--- src/rtl/gmbp_pkg.sv ---
// Shared types and constants for the grid maze backtracking path solver.
// No dependencies; every other file of the block imports this package.
`timescale 1ns / 1ps

package gmbp_pkg;

  // Side of the square grid; the coordinate fields are three bits wide.
  localparam int GRID_DIM  = 8;
  localparam int NUM_CELLS = 64;
  localparam int CELL_W    = 6;
  localparam int COORD_W   = 3;
  localparam int COUNT_W   = 7;

  typedef logic [COORD_W-1:0] coord_t;
  typedef logic [CELL_W-1:0]  cell_t;
  typedef logic [COUNT_W-1:0] count_t;

  // Neighbor order of the search; DIR_DONE means every branch was tried.
  typedef enum logic [2:0] {
    DIR_UP,
    DIR_LEFT,
    DIR_DOWN,
    DIR_RIGHT,
    DIR_DONE
  } dir_t;

  typedef struct packed {
    cell_t pos;
    dir_t  dir;
  } stk_entry_t;

  typedef enum logic [2:0] {
    S_IDLE,
    S_STEP,
    S_POP,
    S_EMIT_RD,
    S_EMIT_OUT,
    S_EMIT_GOAL,
    S_FAIL
  } state_t;

endpackage

--- src/rtl/gmbp_req_if.sv ---
// Request channel of the maze solver: a start cell and a goal cell.
// Depends on gmbp_pkg for the coordinate type.
`timescale 1ns / 1ps

interface gmbp_req_if import gmbp_pkg::*; ();
  logic   valid;
  logic   ready;
  coord_t start_row;
  coord_t start_col;
  coord_t goal_row;
  coord_t goal_col;

  modport source (output valid, start_row, start_col, goal_row, goal_col, input ready);
  modport sink   (input valid, start_row, start_col, goal_row, goal_col, output ready);
endinterface

--- src/rtl/gmbp_path_if.sv ---
// Result channel of the maze solver: one path cell per word, with a last flag.
// Depends on gmbp_pkg for the coordinate type.
`timescale 1ns / 1ps

interface gmbp_path_if import gmbp_pkg::*; ();
  logic   valid;
  logic   ready;
  logic   found;
  coord_t cell_row;
  coord_t cell_col;
  logic   last;

  modport source (output valid, found, cell_row, cell_col, last, input ready);
  modport sink   (input valid, found, cell_row, cell_col, last, output ready);
endinterface

--- src/rtl/grid_maze_backtracking_path.sv ---
// Top level of the grid maze backtracking path solver.
// Depends on gmbp_pkg and on the gmbp_req_if and gmbp_path_if interfaces.
`timescale 1ns / 1ps

// The block takes one request word (start and goal cell on an 8x8 grid) and
// runs a depth-first backtracking search over the walls held in cfg_wdata's
// register, trying neighbors in the order up, left, down, right. It then
// sends the path from start to goal, one word per cell with last set on the
// goal, or a single word with found low when no path exists. A goal cell
// counts as reached even when it is a wall. A new request is taken only when
// the previous one has sent its last word. The request is accepted, then
// each neighbor is tried in turn; a backtrack first sees that every branch
// was tried, then waits for the stack memory's registered read. Each path
// cell before the goal is read from the stack memory and then sent, and the
// goal or failure word comes last, each stretched by any output stall. The
// wall register may be written only while no request is in progress.
module grid_maze_backtracking_path import gmbp_pkg::*; (
  input  logic                 clk,
  input  logic                 rst_n,
  input  logic                 cfg_we,
  input  logic [NUM_CELLS-1:0] cfg_wdata,
  gmbp_req_if.sink             in_req,
  gmbp_path_if.source          out_path
);

  // Control and search state.
  state_t               state_r,     state_nxt;
  count_t               top_r,       top_nxt;      // number of cells on the path
  cell_t                top_cell_r,  top_cell_nxt; // top of stack lives in flops
  dir_t                 top_dir_r,   top_dir_nxt;
  logic [NUM_CELLS-1:0] marks_r,     marks_nxt;
  count_t               path_len_r,  path_len_nxt;
  count_t               emit_k_r,    emit_k_nxt;
  coord_t               goal_row_r,  goal_row_nxt;
  coord_t               goal_col_r,  goal_col_nxt;
  logic [NUM_CELLS-1:0] wall_r;

  // Stack memory below the top entry: one write and one read port.
  stk_entry_t           stack_mem [NUM_CELLS];
  stk_entry_t           rd_data_r;
  logic                 mem_we;
  cell_t                mem_wr_addr;
  stk_entry_t           mem_wdata;
  logic                 mem_re;
  cell_t                mem_rd_addr;

  // Shared neighbor unit: one signed step on a coordinate and its checks.
  logic [COORD_W:0]     nb_row;
  logic [COORD_W:0]     nb_col;
  logic                 nb_inside;
  logic                 nb_is_goal;
  cell_t                nb_cell;
  logic                 nb_free;
  count_t               top_m1;
  count_t               top_m2;
  logic                 start_inside;
  cell_t                start_cell;

  always_comb begin
    nb_row = {1'b0, top_cell_r[CELL_W-1:COORD_W]};
    nb_col = {1'b0, top_cell_r[COORD_W-1:0]};
    case (top_dir_r)
      DIR_UP:    nb_row = nb_row - 4'd1;
      DIR_LEFT:  nb_col = nb_col - 4'd1;
      DIR_DOWN:  nb_row = nb_row + 4'd1;
      DIR_RIGHT: nb_col = nb_col + 4'd1;
      default: begin
      end
    endcase
  end

  // A step below zero wraps to all ones, so bit 3 flags leaving the grid on
  // either side.
  assign nb_inside  = !nb_row[COORD_W] && !nb_col[COORD_W] &&
                      (nb_row < (COORD_W+1)'(GRID_DIM)) &&
                      (nb_col < (COORD_W+1)'(GRID_DIM));
  assign nb_is_goal = (nb_row == {1'b0, goal_row_r}) && (nb_col == {1'b0, goal_col_r});
  assign nb_cell    = {nb_row[COORD_W-1:0], nb_col[COORD_W-1:0]};
  assign nb_free    = nb_inside && !marks_r[nb_cell] && !wall_r[nb_cell];

  assign top_m1 = top_r - count_t'(1);
  assign top_m2 = top_r - count_t'(2);

  assign start_cell   = {in_req.start_row, in_req.start_col};
  assign start_inside = ({1'b0, in_req.start_row} < (COORD_W+1)'(GRID_DIM)) &&
                        ({1'b0, in_req.start_col} < (COORD_W+1)'(GRID_DIM));

  assign in_req.ready = (state_r == S_IDLE);

  // Sequencer: next state, stack control and result word.
  always_comb begin
    state_nxt    = state_r;
    top_nxt      = top_r;
    top_cell_nxt = top_cell_r;
    top_dir_nxt  = top_dir_r;
    marks_nxt    = marks_r;
    path_len_nxt = path_len_r;
    emit_k_nxt   = emit_k_r;
    goal_row_nxt = goal_row_r;
    goal_col_nxt = goal_col_r;
    mem_we       = 1'b0;
    mem_wr_addr  = top_m1[CELL_W-1:0];
    mem_wdata    = '{pos: top_cell_r, dir: dir_t'(top_dir_r + 3'd1)};
    mem_re       = 1'b0;
    mem_rd_addr  = top_m2[CELL_W-1:0];

    out_path.valid    = 1'b0;
    out_path.found    = 1'b1;
    out_path.cell_row = rd_data_r.pos[CELL_W-1:COORD_W];
    out_path.cell_col = rd_data_r.pos[COORD_W-1:0];
    out_path.last     = 1'b0;

    case (state_r)
      S_IDLE: begin
        if (in_req.valid) begin
          goal_row_nxt = in_req.goal_row;
          goal_col_nxt = in_req.goal_col;
          marks_nxt    = '0;
          path_len_nxt = '0;
          emit_k_nxt   = '0;
          top_nxt      = '0;
          if ((in_req.start_row == in_req.goal_row) &&
              (in_req.start_col == in_req.goal_col)) begin
            state_nxt = S_EMIT_GOAL;
          end else if (start_inside && !wall_r[start_cell]) begin
            marks_nxt[start_cell] = 1'b1;
            top_cell_nxt = start_cell;
            top_dir_nxt  = DIR_UP;
            top_nxt      = count_t'(1);
            state_nxt    = S_STEP;
          end else begin
            state_nxt = S_FAIL;
          end
        end
      end

      S_STEP: begin
        if (top_dir_r == DIR_DONE) begin
          // Every branch failed: take the cell off the path and pop.
          marks_nxt[top_cell_r] = 1'b0;
          top_nxt = top_m1;
          if (top_r == count_t'(1)) begin
            state_nxt = S_FAIL;
          end else begin
            mem_re    = 1'b1;
            state_nxt = S_POP;
          end
        end else begin
          top_dir_nxt = dir_t'(top_dir_r + 3'd1);
          if (nb_is_goal) begin
            // Spill the top cell so the whole path sits in memory.
            mem_we       = 1'b1;
            path_len_nxt = top_r;
            emit_k_nxt   = '0;
            state_nxt    = S_EMIT_RD;
          end else if (nb_free) begin
            mem_we             = 1'b1;
            marks_nxt[nb_cell] = 1'b1;
            top_cell_nxt       = nb_cell;
            top_dir_nxt        = DIR_UP;
            top_nxt            = top_r + count_t'(1);
          end
        end
      end

      S_POP: begin
        top_cell_nxt = rd_data_r.pos;
        top_dir_nxt  = rd_data_r.dir;
        state_nxt    = S_STEP;
      end

      S_EMIT_RD: begin
        mem_re      = 1'b1;
        mem_rd_addr = emit_k_r[CELL_W-1:0];
        state_nxt   = S_EMIT_OUT;
      end

      S_EMIT_OUT: begin
        out_path.valid = 1'b1;
        if (out_path.ready) begin
          emit_k_nxt = emit_k_r + count_t'(1);
          if (emit_k_nxt == path_len_r) begin
            state_nxt = S_EMIT_GOAL;
          end else begin
            state_nxt = S_EMIT_RD;
          end
        end
      end

      S_EMIT_GOAL: begin
        out_path.valid    = 1'b1;
        out_path.cell_row = goal_row_r;
        out_path.cell_col = goal_col_r;
        out_path.last     = 1'b1;
        if (out_path.ready) begin
          state_nxt = S_IDLE;
        end
      end

      S_FAIL: begin
        out_path.valid    = 1'b1;
        out_path.found    = 1'b0;
        out_path.cell_row = '0;
        out_path.cell_col = '0;
        out_path.last     = 1'b1;
        if (out_path.ready) begin
          state_nxt = S_IDLE;
        end
      end

      default: begin
        state_nxt = S_IDLE;
      end
    endcase
  end

  always_ff @(posedge clk) begin
    if (!rst_n) begin
      state_r <= S_IDLE;
    end else begin
      state_r <= state_nxt;
    end
  end

  always_ff @(posedge clk) begin
    if (!rst_n) begin
      top_r      <= '0;
      marks_r    <= '0;
      wall_r     <= '0;
      path_len_r <= '0;
      emit_k_r   <= '0;
    end else begin
      top_r      <= top_nxt;
      marks_r    <= marks_nxt;
      path_len_r <= path_len_nxt;
      emit_k_r   <= emit_k_nxt;
      if (cfg_we) begin
        wall_r <= cfg_wdata;
      end
    end
  end

  // Payload registers need no reset.
  always_ff @(posedge clk) begin
    top_cell_r <= top_cell_nxt;
    top_dir_r  <= top_dir_nxt;
    goal_row_r <= goal_row_nxt;
    goal_col_r <= goal_col_nxt;
  end

  always_ff @(posedge clk) begin
    if (mem_we) begin
      stack_mem[mem_wr_addr] <= mem_wdata;
    end
    if (mem_re) begin
      rd_data_r <= stack_mem[mem_rd_addr];
    end
  end

endmodule

--- src/flat_wrapper.sv ---
// flat-port wrapper written by rule: the top's interface ports become plain ports
module grid_maze_backtracking_path_flat import gmbp_pkg::*;
  (clk, rst_n, cfg_we, cfg_wdata, in_req_valid, in_req_start_row, in_req_start_col, in_req_goal_row, in_req_goal_col, in_req_ready, out_path_valid, out_path_found, out_path_cell_row, out_path_cell_col, out_path_last, out_path_ready);
  gmbp_req_if in_req_i ();
  gmbp_path_if out_path_i ();
  input  logic clk;
  input  logic rst_n;
  input  logic cfg_we;
  input  logic [NUM_CELLS-1:0] cfg_wdata;
  input wire logic [$bits(in_req_i.valid)-1:0] in_req_valid;
  input wire logic [$bits(in_req_i.start_row)-1:0] in_req_start_row;
  input wire logic [$bits(in_req_i.start_col)-1:0] in_req_start_col;
  input wire logic [$bits(in_req_i.goal_row)-1:0] in_req_goal_row;
  input wire logic [$bits(in_req_i.goal_col)-1:0] in_req_goal_col;
  output wire logic [$bits(in_req_i.ready)-1:0] in_req_ready;
  output wire logic [$bits(out_path_i.valid)-1:0] out_path_valid;
  output wire logic [$bits(out_path_i.found)-1:0] out_path_found;
  output wire logic [$bits(out_path_i.cell_row)-1:0] out_path_cell_row;
  output wire logic [$bits(out_path_i.cell_col)-1:0] out_path_cell_col;
  output wire logic [$bits(out_path_i.last)-1:0] out_path_last;
  input wire logic [$bits(out_path_i.ready)-1:0] out_path_ready;
  assign in_req_i.valid = in_req_valid;
  assign in_req_i.start_row = in_req_start_row;
  assign in_req_i.start_col = in_req_start_col;
  assign in_req_i.goal_row = in_req_goal_row;
  assign in_req_i.goal_col = in_req_goal_col;
  assign in_req_ready = in_req_i.ready;
  assign out_path_valid = out_path_i.valid;
  assign out_path_found = out_path_i.found;
  assign out_path_cell_row = out_path_i.cell_row;
  assign out_path_cell_col = out_path_i.cell_col;
  assign out_path_last = out_path_i.last;
  assign out_path_i.ready = out_path_ready;
  grid_maze_backtracking_path u_core (.clk(clk), .rst_n(rst_n), .cfg_we(cfg_we), .cfg_wdata(cfg_wdata), .in_req(in_req_i), .out_path(out_path_i));
endmodule
--- config.mk ---
export PLATFORM = sky130hd
export DESIGN_NAME = grid_maze_backtracking_path_flat
export DESIGN_NICKNAME = d
export VERILOG_FILES = /design/src/rtl/gmbp_pkg.sv /design/src/rtl/gmbp_req_if.sv /design/src/rtl/gmbp_path_if.sv /design/src/rtl/grid_maze_backtracking_path.sv /design/src/flat_wrapper.sv
export SDC_FILE = /design/constraint.sdc
export NUM_CORES = 1
export LEC_CHECK = 0
export ABC_AREA = 1
export ABC_CLOCK_PERIOD_IN_PS = 11100
export BUFFER_PORTS_ARGS = -buffer_cell sky130_fd_sc_hd__buf_2
export CAP_MARGIN = 10
export CORE_UTILIZATION = 30
export DETAILED_ROUTE_END_ITERATION = 12
export PLACE_DENSITY_LB_ADDON = 0.25
export SYNTH_ARGS = -nofsm -noshare
export SYNTH_HDL_FRONTEND = slang
export SYNTH_SLANG_ARGS = --single-unit
--- constraint.sdc ---
create_clock -name clk -period 11.1 [get_ports clk]
set_input_delay 1.665 -clock clk [delete_from_list [all_inputs] [get_ports clk]]
set_output_delay 1.665 -clock clk [all_outputs]
set_load 0.02 [all_outputs]
==> impl_metrics.py, run 1 <==
metrics = {
    "setup_path": {
        "critPathSlowestCell": "nor2_1",
        "endpoint_kind": "register",
        "reg2reg_slack_ns": 4.74,
        "worstReg2RegEnd": "u_core.stack_mem[59][2]",
        "r2r_cells": 23,
        "worst_path_largest_cell_delay_ns": 0.88,
        "worst-path-max-fanout": 70,
        "critPathLaunchType": "register",
        "r2r-start": "u_core.top_cell_r[1]",
        "worstPathArrival_ns": 6.66,
        "crit_required_ns": 11.39,
        "crit_chain": "buf_4 -> inv_1 -> fa_1 -> inv_1 -> nand2_1 -> o21ai_4 -> buf_4 -> inv_2 -> nand2_1 -> nand2_1 -> nand2_1 -> nand2_1 -> nand2_1 -> nand2_1 -> nor2_1 -> nand2_1 -> nor2_2 -> nand2_1 -> nand2_1 -> nand2_1 -> nor2_1 -> nand2_1 -> nor2_1",
        "path_class": "reg -> reg",
        "crit_top_cell": "nand2_1",
    },
    "timing": {
        "slew_headroom_pct": 8.564,
        "fmax_ghz": 0.1571,
        "fin_setup_tns_ns": 0,
        "grt_setup_unrepaired": "no",
        "finalCritPeriodShare_pct": 57.33,
        "finClkSkew_ns": 0.07184,
        "fin_crit_ns": 6.364,
        "slew_viol_final": 0,
        "hold_viol_final": 0,
        "final-setup-viol-count": 0,
        "tightest_slew_ns": 1.361,
    },
    "floorplan": {
        "die-area_um2": 117500,
        "core_um2": 114700,
        "io_pins": 91,
        "row_count": 124,
        "die_w_um": 342.8,
        "initial_core_util_pct": 30.38,
        "die_y_um": 342.8,
    },
    "power": {
        "report.power.total_mw": 12.01,
        "p_sw_mw": 5.466,
        "p_sw_share_pct": 45.52,
        "pwr-share-comb_pct": 44.2,
        "clkPwrFrac_pct": 24.0,
        "ir_drop_uv": 192.9,
        "p_int_mw": 6.541,
        "power_leakage_nw": 13.57,
        "seq_power_share_pct": 31.8,
        "p_per_area_nw_per_um2": 304.2,
    },
    "drt": {
        "vias": 27824,
        "wl_per_cell_um": 21.23,
        "ant_nets": 0,
        "wl_um": 112300,
        "drtIter0Drc": 3175,
        "wl_met1_um": 50920,
        "route.met2.wl_um": 49840,
        "dr.max_layer_used": "met4",
        "drc_errors": 0,
        "drt-pass1-iter-count": 6,
        "wl_met3_um": 7768,
        "viasPerCell": 5.259,
    },
    "final_layout": {
        "fin_util_pct": 34.43,
        "diodes": 0,
        "fin_area_um2": 39480,
        "final_cell_mix": "718 x nor2_1, 642 x nand2_1, 600 x edfxtp_1, 473 x o21ai_0, 245 x nand3_1",
        "final_nets": 3809,
        "multi_input_area_um2": 12430,
        "layout-drive-gt1-share_pct": 8.230,
        "nFillCells": 11608,
        "mostFrequentLayoutCell": "nor2_1",
        "area_delta_synth_final_pct": 13.33,
        "layout.cells.non_filler": 5291,
        "ff_latch_area_um2": 21060,
    },
    "synth": {
        "synth_nets": 3836,
        "synthDistinctLibCells": 41,
        "synth_edf_count": 600,
        "ys_warn_count": 0,
        "syn_avg_cell_area_um2": 9.321,
        "syn_inst": 3737,
        "ys_seq_area_share_pct": 60.46,
        "synth_area_um2": 34830,
        "synth_top_flop_cell": "edfxtp_1",
        "ys_async_sr_fraction_pct": 0,
        "ys_ff_latch": 752,
    },
    "clock_tree": {
        "clockBufferDepth": 3,
        "cts_resized": 0,
        "post_cts_buffers": 0,
        "cts-buffers-inserted": 82,
        "tritoncts": "yes",
        "path_clk_slew_ns": 0.06,
        "clock_latency_ns": 0.69,
        "cts_sinks": 752,
        "holdBufCountCts": 0,
        "cts_root_buf": "clkbuf_16",
        "cts_max_level": 3,
    },
    "worst_hold_path": {
        "min_from": "u_core.wall_r[60]",
        "min_to": "u_core.wall_r[60]",
        "holdPathStages": 2,
        "hp-class": "reg -> reg",
    },
    "place": {
        "place_area_um2": 36610,
        "dpl.hpwl_um": 66470,
        "place_congestion": 0.8618,
        "placement.io_buffers": 90,
        "dp.cells": 5138,
    },
    "job": {
        "cap_violations": 0,
    },
    "global_routing": {
        "grt_max_degree": 212,
        "grt-ovfl-total": 0,
        "antenna_found_initial": 0,
        "grt_util_all_layers_pct": 18.66,
        "grt_pass1_vias": 26412,
        "grt_pass1_wl_um": 167000,
    },
    "run_status": {
        "status": "complete, no violations",
    },
}
## registers in the layout, indices dropped and copies added (netlist names), 6 cells and up
signal / cells
u_core.top_r: 7
u_core.rd_data_r: 9
u_core.path_len_r: 7
u_core.marks_r: 64
u_core.stack_mem: 576
u_core.emit_k_r: 7
u_core.top_cell_r: 6
u_core.wall_r: 64
## power by group through the flow
stage / Combinational, mW / Clock (mW) / Sequential (mW)
floorplan: 3.22 / 0 / 3.92
global placement: 5.25 / 0 / 3.87
detailed placement: 5.23 / 0 / 3.87
CTS: 5.25 / 2.94 / 3.81
global route: 5.77 / 3.04 / 3.84
finish: 5.30 / 2.89 / 3.82
## metal layers
metal | up-vias | global-route usage, %
met5 | - | 0
met4 | 0 | 7.180
met3 | 250 | 2.759
met2 | 1136 | 28.44
met1 | 13372 | 26.62
li1 | 13066 | -
## cells in the mapped netlist (14+ instances only)
library cell / count / area [µm²]
nor2_1: 718 / 2695
nand2_1: 644 / 2417
edfxtp_1: 600 / 18020
o21ai_0: 474 / 2372
nand3_1: 245 / 1226
clkbuf_1: 187 / 701.9
a21oi_1: 181 / 905.9
dfxtp_1: 152 / 3043
o22ai_1: 101 / 631.9
inv_1: 99 / 371.6
o221ai_1: 78 / 683.2
o211ai_1: 37 / 277.8
buf_2: 34 / 170.2
nor3_1: 32 / 160.2
o21ai_1: 19 / 95.09
xor2_1: 19 / 166.4
ha_1: 16 / 200.2
nand4_1: 14 / 87.58
## worst max path at each step
stage	from	endpoint	slack [ns]
after floorplan	u_core.top_dir_r[0]	u_core.stack_mem[0][0]	6.69
after global placement	u_core.top_cell_r[1]	u_core.stack_mem[43][5]	4.81
after detailed placement	u_core.top_cell_r[1]	u_core.stack_mem[19][1]	4.77
after CTS	u_core.top_cell_r[1]	u_core.stack_mem[59][2]	4.78
after global routing	u_core.top_cell_r[1]	u_core.stack_mem[59][2]	4.33
final	u_core.top_cell_r[1]	u_core.stack_mem[59][2]	4.74
## worst max-delay path, delay by kind of cell, from the launching register on
| kind | cells | cell delay, ns |
|---|---|---|
| fa+ha+maj | 1 | 0.54 |
| simple gates | 16 | 2.98 |
| compound gates | 1 | 0.06 |
| flops | 1 | 0.32 |
| buf+inv | 5 | 2.02 |
## cell families (layout without fill, tap and decap cells)
family	after synthesis	in the layout	synth area share [%]
adder cells (fa/ha/maj)	18	18	0.6897
XOR/XNOR	26	26	0.6537
AO/OA/AOI/OAI	916	916	14.87
AND/OR/NAND/NOR	1666	1666	19.18
flip-flops	752	752	60.46
buffers and inverters	359	401	4.142
## area by class of cell
class | count | area share, %
Sequential cell | 752 | 53.35
Multi-Input combinational cell | 2626 | 31.48
Clock buffer | 92 | 5.398
Tap cell | 1512 | 4.792
Timing Repair Buffer | 131 | 1.959
Clock inverter | 61 | 1.867
Inverter | 117 | 1.154
## metrics by stage
stage | hold WS (ns) | setup WS [ns]
after global placement | 0.4566 | 4.807
after CTS | 0.4750 | 4.776
final | 0.4709 | 4.736
after global routing | 0.4903 | 4.330
after floorplan | 0.4430 | 6.687
after detailed placement | 0.4672 | 4.771
No activity file was read; power rests on OpenSTA's default activity.
==> inputs of run 2 (changes only) <==
--- a/config.mk
+++ b/config.mk
@@ -6,7 +6,7 @@
 export NUM_CORES = 1
 export LEC_CHECK = 0
 export ABC_AREA = 1
-export ABC_CLOCK_PERIOD_IN_PS = 11100
+export ABC_CLOCK_PERIOD_IN_PS = 6600
 export BUFFER_PORTS_ARGS = -buffer_cell sky130_fd_sc_hd__buf_2
 export CAP_MARGIN = 10
 export CORE_UTILIZATION = 30
==> constraint.sdc (replaced) <==
create_clock -name clk -period 6.6 [get_ports clk]
set_input_delay 0.99 -clock clk [delete_from_list [all_inputs] [get_ports clk]]
set_output_delay 0.99 -clock clk [all_outputs]
set_load 0.02 [all_outputs]
==> run 2 against run 1 <==
Against the previous run: die area is the same; clock skew grew 0.021 ns; setup slack lost 4.2 ns; sequential cell count is the same; wire length grew 1.2%; clock power grew 68%; sequential share of layout area shrank 0.20 points; combinational power grew 71%; count of clock-buffer cells in the layout grew 15; power grew 69%; critical path depth shrank 4; critical endpoint is now u_core.stack_mem[50][8]; largest cell class unchanged.
==> impl_metrics.py, run 2 (synthesized netlist as in run 1, its figures left out) <==
metrics = {
    "run_status": {
        "status": "complete, no violations",
    },
    "final_layout": {
        "top_register": "u_core.stack_mem",
        "layout-drive-gt1-share_pct": 8.432,
        "fin_area_um2": 39620,
        "area_delta_synth_final_pct": 13.75,
        "final_nets": 3826,
        "diodes": 0,
        "nFillCells": 11602,
        "mostFrequentLayoutCell": "nor2_1",
        "final_cell_mix": "718 x nor2_1, 642 x nand2_1, 600 x edfxtp_1, 473 x o21ai_0, 245 x nand3_1",
        "top_regs": "u_core.stack_mem x576, u_core.marks_r x64, u_core.wall_r x64",
        "largest_reg_flops": 576,
    },
    "setup_path": {
        "crit_required_ns": 6.84,
        "critPathLaunchType": "register",
        "worst-path-max-fanout": 20,
        "worstPathArrival_ns": 6.31,
        "path_class": "reg -> reg",
        "endpoint_kind": "register",
    },
    "timing": {
        "grt_setup_unrepaired": "no",
        "fin_setup_tns_ns": 0,
        "fin_crit_ns": 6.065,
        "slew_viol_final": 0,
        "tightest_slew_ns": 1.308,
        "hold_viol_final": 0,
        "finClkSkew_ns": 0.09299,
        "final-setup-viol-count": 0,
        "finalCritPeriodShare_pct": 91.90,
        "worst_slack_ns": 0.5345,
        "fmax_ghz": 0.1649,
        "slew_headroom_pct": 12.47,
        "holdWs_ns": 0.4699,
    },
    "global_routing": {
        "grt_max_degree": 180,
        "grt_pass1_wl_um": 168400,
        "grt_util_all_layers_pct": 18.87,
        "grt-ovfl-total": 0,
        "grt_pass1_vias": 26446,
        "antenna_found_initial": 0,
    },
    "drt": {
        "viasPerCell": 5.272,
        "drt-pass1-iter-count": 6,
        "drc_errors": 0,
        "wl_um": 113600,
        "drtIter0Drc": 3319,
        "wl_per_cell_um": 21.41,
        "vias": 27976,
        "ant_nets": 0,
    },
    "power": {
        "report.power.total_mw": 20.31,
        "ir_drop_uv": 340.9,
        "p_per_area_nw_per_um2": 512.5,
        "power_leakage_nw": 13.69,
    },
    "worst_hold_path": {
        "hp-class": "reg -> reg",
    },
    "floorplan": {
        "die-area_um2": 117500,
        "die_y_um": 342.8,
        "row_count": 124,
        "initial_core_util_pct": 30.38,
        "die_w_um": 342.8,
        "core_um2": 114700,
        "io_pins": 91,
    },
    "place": {
        "pre_cts_ws_ns": 0.6105,
        "dpl.hpwl_um": 67110,
        "place_congestion": 0.8368,
        "placement.io_buffers": 90,
        "place_area_um2": 36760,
    },
    "clock_tree": {
        "clockBufferDepth": 3,
        "holdBufCountCts": 0,
        "path_clk_slew_ns": 0.06,
        "cts_resized": 0,
        "tritoncts": "yes",
        "clock_latency_ns": 0.70,
        "cts-buffers-inserted": 84,
        "cts_max_level": 3,
        "cts_sinks": 752,
        "post_cts_buffers": 0,
        "cts_root_buf": "clkbuf_16",
    },
    "job": {
        "cap_violations": 0,
    },
}
[run 2: cell types whose count changed in the layout (fill, tap and decap cells not counted), sizes merged]
cell	previous run	this run
buf	131	146
bufinv	11	10
clkbuf	92	107
clkinv	48	39
clkinvlp	9	2
inv	110	113
[run 2: where the power goes]
group | internal [mW] | total [mW] | switching, mW
Sequential | 6.14 | 6.37 | 0.237
Combinational | 2.12 | 9.07 | 6.95
Clock | 2.82 | 4.86 | 2.05
[run 2: worst paths after layout]
check | from | slack [ns] | depth (start not counted) | endpoint
worst min register to register | u_core.wall_r[24] | 0.47 | 2 | u_core.wall_r[24]
worst max register to register | u_core.top_dir_r[0] | 0.53 | 19 | u_core.stack_mem[50][8]
worst max-delay path | u_core.top_dir_r[0] | 0.53 | 19 | u_core.stack_mem[50][8]
worst min-delay path | u_core.wall_r[24] | 0.47 | 2 | u_core.wall_r[24]
[run 2: routing by layer]
metal	track usage [%]	wire length (µm)	vias to the layer above
li1	-	-	13121
met1	26.39	51130	13473
met2	29.35	51020	1181
met3	3.363	8205	201
met4	6.324	3274	0
met5	0	0	-
[run 2: layout make-up]
class | count | area, µm² | area share (%)
sequential | 752 | 21060 | 53.15
multi-input combinational | 2626 | 12430 | 31.37
clock buffer | 107 | 2230 | 5.627
tap | 1512 | 1892 | 4.774
timing repair buffer | 146 | 923.4 | 2.330
clock inverter | 47 | 633.1 | 1.598
inverter | 117 | 454.2 | 1.146
[run 2: critical path, cell delays in order (launching register included)]
cell	delay [ns]
edfxtp_1	0.43
ha_1	0.23
ha_1	0.24
inv_1	0.19
nand2_4	0.11
o21ai_2	0.80
inv_1	0.68
nand2_1	0.21
nand2_1	0.07
nand2_1	0.06
nand2_1	0.05
nor2_1	0.21
nand2_1	0.15
nor2_2	0.17
nand2_1	0.07
nand2_1	0.07
nand2_1	0.13
nor2_1	0.23
nand2_1	0.66
nor2_1	0.85
[run 2: stage by stage]
step	utilization, %	std cells
after floorplan	-	3737
after global placement	32.06	5153
after detailed placement	32.06	5153
after CTS	34.56	5307
after global routing	34.56	5307
final	34.56	5307
==> inputs of run 3 (changes only) <==
--- a/config.mk
+++ b/config.mk
@@ -11,6 +11,7 @@
 export CAP_MARGIN = 10
 export CORE_UTILIZATION = 30
 export DETAILED_ROUTE_END_ITERATION = 12
+export MAX_ROUTING_LAYER = met4
 export PLACE_DENSITY_LB_ADDON = 0.25
 export SYNTH_ARGS = -nofsm -noshare
 export SYNTH_HDL_FRONTEND = slang
==> run 3 against run 2 <==
Against the previous run: first-iteration DRC count shrank 3.1%; final cell count is the same; wire length shrank 0.14%; critical path depth grew 2; count of clock-buffer cells in the layout is the same; die area is the same; worst hold slack lost 0.0012 ns; sequential power is essentially flat.
==> impl_metrics.py, run 3 (synthesized netlist as in run 1, its figures left out) <==
metrics = {
    "run_status": {
        "status": "complete, no violations",
    },
    "global_routing": {
        "grt_util_met1_pct": 26.39,
        "gr-max-usage-layer": "met2",
        "grt-ovfl-total": 0,
        "met2_usage_pct": 29.42,
        "grt_pass1_vias": 26433,
        "grt_max_degree": 180,
        "met3_usage_pct": 3.308,
        "antenna_found_initial": 0,
        "grt_pass1_wl_um": 168500,
        "grt_util_all_layers_pct": 19.46,
    },
    "place": {
        "placement.io_buffers": 90,
        "place_congestion": 0.8498,
        "dpl.hpwl_um": 67110,
    },
    "clock_tree": {
        "cts-buffers-inserted": 84,
        "cts_sinks": 752,
        "cts_resized": 0,
        "cts_max_level": 3,
        "clock_latency_ns": 0.70,
        "post_cts_buffers": 0,
        "tritoncts": "yes",
        "cts_root_buf": "clkbuf_16",
        "clockBufferDepth": 3,
        "holdBufCountCts": 0,
        "path_clk_slew_ns": 0.06,
    },
    "drt": {
        "drc_errors": 0,
        "wl_um": 113500,
        "viasPerCell": 5.265,
        "drtIter0Drc": 3215,
        "wl_per_cell_um": 21.38,
        "vias": 27940,
        "ant_nets": 0,
        "drt-pass1-iter-count": 5,
    },
    "timing": {
        "fmax_ghz": 0.1652,
        "hold_viol_final": 0,
        "finClkSkew_ns": 0.09082,
        "final-setup-viol-count": 0,
        "fin_setup_tns_ns": 0,
        "fin_crit_ns": 6.052,
        "finalCritPeriodShare_pct": 91.70,
        "slew_viol_final": 0,
        "slew_headroom_pct": 14.59,
        "tightest_slew_ns": 1.276,
        "grt_setup_unrepaired": "no",
    },
    "floorplan": {
        "die_y_um": 342.8,
        "die_w_um": 342.8,
        "initial_core_util_pct": 30.38,
        "io_pins": 91,
        "die-area_um2": 117500,
        "row_count": 124,
        "core_um2": 114700,
    },
    "final_layout": {
        "largest_reg_flops": 576,
        "final_cell_mix": "718 x nor2_1, 642 x nand2_1, 600 x edfxtp_1, 473 x o21ai_0, 245 x nand3_1",
        "nFillCells": 11602,
        "final_nets": 3826,
        "ff_latch_area_um2": 21060,
        "multi_input_area_um2": 12430,
        "top_regs": "u_core.stack_mem x576, u_core.marks_r x64, u_core.wall_r x64",
        "fin_util_pct": 34.56,
        "mostFrequentLayoutCell": "nor2_1",
        "area_delta_synth_final_pct": 13.75,
        "layout-drive-gt1-share_pct": 8.432,
        "top_register": "u_core.stack_mem",
        "diodes": 0,
    },
    "power": {
        "ir_drop_uv": 339.2,
        "power_leakage_nw": 13.69,
        "p_per_area_nw_per_um2": 512.1,
    },
    "worst_hold_path": {
        "hp-class": "reg -> reg",
    },
    "setup_path": {
        "path_class": "reg -> reg",
        "worstPathArrival_ns": 6.30,
        "crit_required_ns": 6.84,
        "endpoint_kind": "register",
        "critPathLaunchType": "register",
        "worst-path-max-fanout": 37,
    },
    "job": {
        "cap_violations": 0,
    },
}
==> run 3: through the flow <==
step / std cells / hold WS (ns) / power, mW / worst slack [ns] / area [µm²]
detailed placement: 5153 / 0.4614 / 15.40 / 0.6105 / 36760
global route: 5307 / 0.4953 / 21.30 / 0.1887 / 39620
finish: 5307 / 0.4687 / 20.29 / 0.5479 / 39620
global placement: 5153 / 0.4556 / 15.42 / 0.7286 / 36760
floorplan: 3737 / 0.4430 / 12.01 / 2.187 / 34830
CTS: 5307 / 0.4704 / 20.28 / 0.5579 / 39620
==> run 3: critical path, stage by stage, from the launching register on <==
cell      delay [ns]
edfxtp_1        0.43
ha_1            0.23
ha_1            0.24
inv_1           0.19
nand2_4         0.11
o21ai_4         0.81
inv_2           0.56
nand2_1         0.19
nand2_1         0.07
nand2_1         0.05
nand2_1         0.07
nand2_1         0.05
nand2_1         0.06
nor2_1          0.19
nand2_1         0.14
nor2_2          0.15
nand2_1         0.07
nand2_1         0.07
nand2_1         0.13
nor2_1          0.23
nand2_1         0.66
nor2_1          0.87
==> run 3: area by class of cell <==
| class | count | area share [%] |
|---|---|---|
| repair buffers | 146 | 2.330 |
| well taps | 1512 | 4.774 |
| inverters | 117 | 1.146 |
| clock buffers | 107 | 5.627 |
| multi-input cells | 2626 | 31.37 |
| clock inverters | 47 | 1.598 |
| flip-flops and latches | 752 | 53.15 |
==> run 3: power by group <==
| part | switching [mW] | leakage [nW] | internal (mW) |
|---|---|---|---|
| Combinational | 6.93 | 5.64 | 2.12 |
| Sequential | 0.237 | 6.66 | 6.14 |
| Clock | 2.04 | 1.39 | 2.82 |
==> run 3: metal layers <==
metal | part of all wire [%] | wire (µm) | up-vias
met2 | 45 | 50860 | 1119
met4 | 3.0 | 3378 | 0
met1 | 45 | 51140 | 13509
li1 | - | - | 13116
met5 | 0 | 0 | -
met3 | 7.1 | 8094 | 196
==> run 3: path summary, 6_finish.rpt <==
check,to,start,slack (ns),cells past startpoint
min,u_core.wall_r[24],u_core.wall_r[24],0.47,2
max reg2reg,u_core.stack_mem[50][8],u_core.top_dir_r[0],0.55,21
max,u_core.stack_mem[50][8],u_core.top_dir_r[0],0.55,21
min reg2reg,u_core.wall_r[24],u_core.wall_r[24],0.47,2
